`src/rtl/core/pvd_pkg.sv`:
```
// ----------------------------------------------------------------------------
// pvd_pkg
// Shared types and constants of the peak and valley detector.
// ----------------------------------------------------------------------------
`default_nettype none

package pvd_pkg;

  localparam int unsigned SAMPLE_BITS = 24;
  localparam int unsigned MAX_LEN     = 65536;
  localparam int unsigned IDX_W       = $clog2(MAX_LEN);
  localparam int unsigned POS_W       = 16;
  localparam logic [IDX_W-1:0] IDX_MAX = IDX_W'(MAX_LEN - 1);

  // Results one input sample can cause, and the depth of the result queue.
  localparam int unsigned MAX_RESULTS = 3;
  localparam int unsigned RES_CNT_W   = $clog2(MAX_RESULTS + 1);
  localparam int unsigned RES_IDX_W   = $clog2(MAX_RESULTS);
  localparam int unsigned QDEPTH      = 4;
  localparam int unsigned QCNT_W      = $clog2(QDEPTH + 1);
  localparam int unsigned QIDX_W      = $clog2(QDEPTH);

  localparam logic [1:0] PEAKS_SAT = 2'd2;

  typedef enum logic [1:0] {
    KIND_PEAK      = 2'd0,
    KIND_VALLEY    = 2'd1,
    KIND_SHORT     = 2'd2,
    KIND_FEW_PEAKS = 2'd3
  } kind_e;

  typedef logic signed [SAMPLE_BITS-1:0] sample_t;

  typedef struct packed {
    kind_e            kind;
    logic [POS_W-1:0] position;
    sample_t          level;
    logic             end_of_run;
  } result_t;

  function automatic result_t make_result(kind_e kind, logic [POS_W-1:0] position,
                                          sample_t level);
    result_t r;
    r.kind       = kind;
    r.position   = position;
    r.level      = level;
    r.end_of_run = 1'b0;
    return r;
  endfunction

endpackage

`default_nettype wire

```
`src/rtl/core/pvd_track.sv`:
```
// ----------------------------------------------------------------------------
// pvd_track
// Holds the record state and forms the results of one accepted sample.
// ----------------------------------------------------------------------------
`default_nettype none

module pvd_track (
  input  wire logic                                       clk_i,
  input  wire logic                                       rst_ni,
  input  wire logic                                       accept_i,
  input  wire pvd_pkg::sample_t                           sample_i,
  input  wire logic                                       last_sample_i,
  output pvd_pkg::result_t [pvd_pkg::MAX_RESULTS-1:0]     res_o,
  output logic [pvd_pkg::RES_CNT_W-1:0]                   num_o
);
  import pvd_pkg::*;

  sample_t          prior_q, prior_d;
  sample_t          older_q, older_d;
  logic [IDX_W-1:0] idx_q, idx_d;
  logic [1:0]       peaks_q, peaks_d;
  sample_t          rmin_q, rmin_d;
  logic [IDX_W-1:0] rmin_idx_q, rmin_idx_d;

  logic                                 peak;
  logic [IDX_W-1:0]                     prev_idx;
  sample_t                              fin_min;
  logic [IDX_W-1:0]                     fin_idx;
  result_t [MAX_RESULTS-1:0]            res;
  logic [RES_CNT_W-1:0]                 k;

  always_comb begin
    peak       = (idx_q >= IDX_W'(2)) && (prior_q > older_q) && (prior_q > sample_i);
    prev_idx   = idx_q - IDX_W'(1);
    prior_d    = prior_q;
    older_d    = older_q;
    idx_d      = idx_q;
    peaks_d    = peaks_q;
    rmin_d     = rmin_q;
    rmin_idx_d = rmin_idx_q;
    fin_min    = rmin_q;
    fin_idx    = rmin_idx_q;
    res        = '0;
    k          = '0;

    if (peak) begin
      // The valley between two peaks goes out just before the newer peak.
      if (peaks_q != 2'd0) begin
        res[k[RES_IDX_W-1:0]] = make_result(KIND_VALLEY, POS_W'(rmin_idx_q), rmin_q);
        k = k + RES_CNT_W'(1);
      end
      res[k[RES_IDX_W-1:0]] = make_result(KIND_PEAK, POS_W'(prev_idx), prior_q);
      k          = k + RES_CNT_W'(1);
      rmin_d     = prior_q;
      rmin_idx_d = prev_idx;
      peaks_d    = (peaks_q == PEAKS_SAT) ? PEAKS_SAT : peaks_q + 2'd1;
    end else if ((peaks_q != 2'd0) && (idx_q != '0) && (prior_q < rmin_q)) begin
      rmin_d     = prior_q;
      rmin_idx_d = prev_idx;
    end

    if (last_sample_i) begin
      if (idx_q == '0) begin
        res[k[RES_IDX_W-1:0]] = make_result(KIND_SHORT, '0, '0);
      end else if (peaks_d < PEAKS_SAT) begin
        res[k[RES_IDX_W-1:0]] = make_result(KIND_FEW_PEAKS, '0, '0);
      end else begin
        fin_min = rmin_d;
        fin_idx = rmin_idx_d;
        if (sample_i < rmin_d) begin
          fin_min = sample_i;
          fin_idx = idx_q;
        end
        res[k[RES_IDX_W-1:0]] = make_result(KIND_VALLEY, POS_W'(fin_idx), fin_min);
      end
      k          = k + RES_CNT_W'(1);
      prior_d    = '0;
      older_d    = '0;
      idx_d      = '0;
      peaks_d    = '0;
      rmin_d     = '0;
      rmin_idx_d = '0;
    end else begin
      older_d = prior_q;
      prior_d = sample_i;
      if (idx_q != IDX_MAX) begin
        idx_d = idx_q + IDX_W'(1);
      end
    end

    if (k != '0) begin
      res[RES_IDX_W'(k - RES_CNT_W'(1))].end_of_run = 1'b1;
    end
  end

  always_ff @(posedge clk_i or negedge rst_ni) begin
    if (!rst_ni) begin
      prior_q    <= '0;
      older_q    <= '0;
      idx_q      <= '0;
      peaks_q    <= '0;
      rmin_q     <= '0;
      rmin_idx_q <= '0;
    end else if (accept_i) begin
      prior_q    <= prior_d;
      older_q    <= older_d;
      idx_q      <= idx_d;
      peaks_q    <= peaks_d;
      rmin_q     <= rmin_d;
      rmin_idx_q <= rmin_idx_d;
    end
  end

  assign res_o = res;
  assign num_o = k;

  a_peaks_sat: assert property (@(posedge clk_i) disable iff (!rst_ni)
    peaks_q != 2'd3)
    else $error("peak count passed saturation");

  a_record_clear: assert property (@(posedge clk_i) disable iff (!rst_ni)
    accept_i && last_sample_i |=> (idx_q == '0) && (peaks_q == 2'd0))
    else $error("record state not cleared after last sample");

  a_index_step: assert property (@(posedge clk_i) disable iff (!rst_ni)
    accept_i && !last_sample_i && (idx_q != IDX_MAX) |=> idx_q == $past(idx_q) + IDX_W'(1))
    else $error("sample index did not advance");

  a_final_result: assert property (@(posedge clk_i) disable iff (!rst_ni)
    accept_i && last_sample_i |-> num_o != '0)
    else $error("last sample produced no result");

endmodule

`default_nettype wire

```
`src/rtl/core/peak_valley_detector_core.sv`:
```
// ----------------------------------------------------------------------------
// peak_valley_detector_core
// Finds peaks and valleys in a record of weight samples and flags records that are
// too short or have too few peaks; results in order.
// A sample's results enter the result queue in the cycle after the sample is taken.
// Throughput: one sample per cycle while each sample yields at most one result and
// the receiver takes every result; a sample yielding two or three results holds the
// input until the queue drains, since a sample is only taken while at most one result waits in the queue.
// Reset: asynchronous, active low; clears the record state and empties the queue.
`default_nettype none

module peak_valley_detector_core (
  input  wire logic                          clk_i,
  input  wire logic                          rst_ni,
  input  wire logic                          in_valid_i,
  output logic                               in_ready_o,
  input  wire pvd_pkg::sample_t              sample_i,
  input  wire logic                          last_sample_i,
  output logic                               out_valid_o,
  input  wire logic                          out_ready_i,
  output logic [1:0]                         kind_o,
  output logic [pvd_pkg::POS_W-1:0]          position_o,
  output pvd_pkg::sample_t                   level_o,
  output logic                               end_of_run_o
);
  import pvd_pkg::*;

  logic                       accept;
  logic                       pop;
  result_t [MAX_RESULTS-1:0]  res;
  logic [RES_CNT_W-1:0]       num;
  logic [RES_CNT_W-1:0]       push_n;
  logic [QCNT_W-1:0]          cnt_after;
  logic [QCNT_W-1:0]          offs;
  logic [QIDX_W-1:0]          tail_idx;

  result_t           q_q [QDEPTH];
  result_t           q_d [QDEPTH];
  logic [QCNT_W-1:0] count_q, count_d;

  assign in_ready_o = (count_q <= QCNT_W'(1));
  assign accept     = in_valid_i && in_ready_o;
  assign out_valid_o = (count_q != '0);
  assign pop        = out_valid_o && out_ready_i;

  pvd_track u_track (
    .clk_i         (clk_i),
    .rst_ni        (rst_ni),
    .accept_i      (accept),
    .sample_i      (sample_i),
    .last_sample_i (last_sample_i),
    .res_o         (res),
    .num_o         (num)
  );

  // Shift queue: the head is always entry 0, new results append behind the tail.
  always_comb begin
    push_n    = accept ? num : '0;
    cnt_after = count_q - QCNT_W'(pop);
    offs      = '0;
    for (int i = 0; i < QDEPTH; i++) begin
      if (pop && (i < QDEPTH - 1)) begin
        q_d[i] = q_q[(i < QDEPTH - 1) ? i + 1 : i];
      end else begin
        q_d[i] = q_q[i];
      end
      offs = QCNT_W'(i) - cnt_after;
      if ((QCNT_W'(i) >= cnt_after) && (offs < QCNT_W'(push_n))) begin
        q_d[i] = res[offs[RES_IDX_W-1:0]];
      end
    end
    count_d = cnt_after + QCNT_W'(push_n);
  end

  always_ff @(posedge clk_i) begin
    for (int i = 0; i < QDEPTH; i++) begin
      q_q[i] <= q_d[i];
    end
  end

  always_ff @(posedge clk_i or negedge rst_ni) begin
    if (!rst_ni) begin
      count_q <= '0;
    end else begin
      count_q <= count_d;
    end
  end

  assign kind_o       = q_q[0].kind;
  assign position_o   = q_q[0].position;
  assign level_o      = q_q[0].level;
  assign end_of_run_o = q_q[0].end_of_run;

  assign tail_idx = QIDX_W'(count_q - QCNT_W'(1));

  a_count_bound: assert property (@(posedge clk_i) disable iff (!rst_ni)
    count_q <= QCNT_W'(QDEPTH))
    else $error("result queue overflow");

  a_count_track: assert property (@(posedge clk_i) disable iff (!rst_ni)
    1'b1 |=> count_q == $past(count_q) + QCNT_W'($past(push_n)) - QCNT_W'($past(pop)))
    else $error("result queue count out of step");

  a_tail_closes: assert property (@(posedge clk_i) disable iff (!rst_ni)
    count_q != '0 |-> q_q[tail_idx].end_of_run)
    else $error("queue tail does not close a sample's results");

endmodule

`default_nettype wire

```
`config.mk`:
```
export PLATFORM = sky130hd
export DESIGN_NAME = peak_valley_detector_core
export DESIGN_NICKNAME = d
export VERILOG_FILES = /design/src/rtl/core/pvd_pkg.sv /design/src/rtl/core/pvd_track.sv /design/src/rtl/core/peak_valley_detector_core.sv
export SDC_FILE = /design/constraint.sdc
export NUM_CORES = 1
export LEC_CHECK = 0
export BUFFER_PORTS_ARGS = -buffer_cell sky130_fd_sc_hd__buf_2
export CORE_MARGIN = 2
export CORE_UTILIZATION = 45
export CTS_BUF_LIST = sky130_fd_sc_hd__clkbuf_4 sky130_fd_sc_hd__clkbuf_8
export DETAILED_ROUTE_END_ITERATION = 12
export MAX_ROUTING_LAYER = met4
export PLACE_DENSITY = 0.69
export SLEW_MARGIN = 20
export SYNTH_ARGS = -nofsm -noshare
export SYNTH_HDL_FRONTEND = slang
export SYNTH_HIERARCHICAL = 1
export SYNTH_SLANG_ARGS = --single-unit
export TNS_END_PERCENT = 20
```
`constraint.sdc`:
```
create_clock -name clk_i -period 13.6 [get_ports clk_i]
set_input_delay 1.36 -clock clk_i [delete_from_list [all_inputs] [get_ports clk_i]]
set_output_delay 1.36 -clock clk_i [all_outputs]
set_load 0.02 [all_outputs]
```
==> run metrics <==
post-synthesis register bit count=281; RR Startpoint=u_track/prior_q[23]; Synth Area per Inst=8.933 sq um; Arr. time, crit path=9.48 ns; Reg clk slew, reported paths=0.06 ns; Sink Count=about 280; count of final hold-check violations=0; Hold EP=q_q[1][17]; routed wire length=slightly below 60,000 um; Port Buf Inserts=73; drt first pass iters=5; number of synthesized flops with an enable pin=172; Routed WL per cell=20.50 um; asr flop ratio synth=38.79%; core area=~0.043 sq mm; Initial Util=a little under half; headroom to the max-slew limit=30.09%; Mapped Cells=2,218; final setup skew=0.01961 ns; vias=16.77k; Layout area overhead=8.412%; Distinct cells, synth=between 70 and 80; register area share after synthesis=39.84%; fmax=110.2 MHz; Synth warnings=6; DR DRC count=0; total CTS buffers=52; fin crit period=a little over 9 ns; Max-Cap Viols=0; Yosys top cell area share=around a quarter; DR vias/cell=between 5 and 6; # rows=76; Die Height=213.8 um; worst skew pair latency=0.66 ns; grt ovf=0; largest area contributor in the synthesized netlist=edfxtp_1; clock tree buffer depth=3; CP Launch Type=input port; IO Pins=74; cts repair resizes=0; Slew @ Worst Pin=1.049 ns; worst hold stages=2; GRT Util Overall=between 20% and 30%; First DRT Iteration DRCs=roughly 1.4k; H-tree level count=2; share of post-route cells with drive strength above 1=16.22%; Top cell by count, worst path=a21oi_1; Mapped Area=0.01981 sq mm; slowest stage delay, CP=0.68 ns; hold-fix buffers at CTS=0; Worst Path Max Fanout=a little over 50; Final #Nets=2,336; Hold Path Origin=q_q[2][17]; CTS tree=done; Required @ worst endpoint=14.01 ns; r2r setup slk=4.58 ns; post-route ant nets=0; Worst Setup End Kind=flip-flop; die width=213.8 um; Register-to-Register Path Depth=27; post-CTS setup buffer count=0; Primary FF master, synth=edfxtp_1; Hold Crit Class=reg -> reg; Reg-to-Reg End=q_q[0][30]; pin count of the biggest net entering global routing=between 100 and 150; Tcrit/Tclk final=66.71%; Final setup viols=0; Max Slew Vio Count=0; status=finished, final reports clean; vias in the first global route=16.09k; critical path type=in -> reg; die area=0.04572 sq mm; Fillers=4,033; root buf cell=clkbuf_8; first-pass GRT wire length=90,590 um; slowest library cell on the worst path=buf_4; # diodes=0; RSZ-0062 raised after global routing=no; most frequent cell after synthesis=a21oi_1; initial antenna violation count=0; ranking of synthesized cells by area=edfxtp_1 (26%), dfrtp_1 (14%), a21oi_1 (11%), ha_1 (7.1%), mux2_2 (6.9%); Final GP Congestion=around 0.9; DP Wirelength=37,150 um; top cells by count, synth=a21oi_1 (432), nor2_1 (210), edfxtp_1 (172); setup TNS=0 ns; syn nets=2,360
worst max-delay path by stage:
stage,startpoint,to,slack [ns],depth (start not counted)
detailed placement,sample_i[23],q_q[0][38],4.09,30
CTS,sample_i[23],q_q[0][30],4.76,30
global placement,sample_i[23],q_q[0][1],4.35,30
finish,sample_i[23],q_q[0][30],4.53,30
floorplan,sample_i[23],q_q[3][0],6.12,15
global route,u_track/prior_q[23],q_q[2][38],4.09,27
cells by family (layout without fill, tap and decap cells):
kind of cell             after synthesis  in the layout  share of synthesized area, %
AO/OA/AOI/OAI                        744            744                         21.29
XOR/XNOR                              28             28                         1.238
adder cells (fa/ha/maj)              113            113                         7.136
buffers and inverters                282            302                         5.917
flip-flops                           281            281                         39.84
multiplexers                         192            192                         10.69
AND/OR/NAND/NOR                      578            578                         13.89
final cells by class:
cell class              count  area (sq um)  area share (%)
clock buffers              80         988.4           4.602
well taps                 585         732.0           3.408
inverters                 107         401.6           1.870
repair buffers             97         548.0           2.551
clock inverters            18         85.08          0.3961
multi-input cells        1655         10830           50.43
flip-flops and latches    281          7893           36.74
through the flow:
step                area, sq um  util (%)  hold slack [ns]  cells  worst slack [ns]
floorplan                 19810         -           0.4660   2218             6.123
global placement          20400     47.16           0.5008   2725             4.354
detailed placement        20410     47.16           0.5074   2725             4.094
CTS                       21480     49.64           0.5212   2823             4.756
global route              21480     49.64           0.5471   2823             4.088
finish                    21480     49.64           0.5251   2823             4.528
flip-flops by register name, indices dropped and copies added (netlist names):
register            cells
u_track/rmin_idx_q     16
u_track/older_q        24
u_track/prior_q        24
u_track/idx_q          16
u_track/rmin_q         24
u_track/peaks_q         2
q_q                   172
count_q                 3
layout by cell type (no fill, tap or decap), drive strengths merged, types with 8 or more instances in the layout:
cell type	netlist	layout
a21oi	433	433
a2bb2oi	10	10
a31o	25	25
buf	52	97
clkbuf	123	80
clkinv	0	17
dfrtp	109	109
edfxtp	172	172
ha	113	113
inv	107	106
mux2	154	154
mux2i	38	38
nand2	122	122
nand2b	46	46
nand3	50	50
nand4	17	17
nor2	211	211
nor2b	72	72
nor3	19	19
nor4	8	8
o21ai	128	128
o22ai	88	88
xnor2	20	20
xor2	8	8
critical path: cells and delay by family:
family | cells | cell delay [ns]
xor gates and xnor gates | 1 | 0.35
adders and majority gates | 2 | 0.69
muxes | 2 | 0.68
and+or+nand+nor | 9 | 1.62
buffers and inverters | 4 | 1.43
AOI/OAI and AO/OA | 12 | 3.28
layer usage:
layer  vias up  track usage, %  part of all wire, %
met5         -               -                    0
met4         0           12.60                  4.2
met1      8045           30.82                   41
met3       151           3.076                  5.1
li1       7996               -                    -
met2       580           45.26                   50
Power is not shown: default switching activity piles up to over one toggle a cycle in this logic, so the estimate is an artifact.
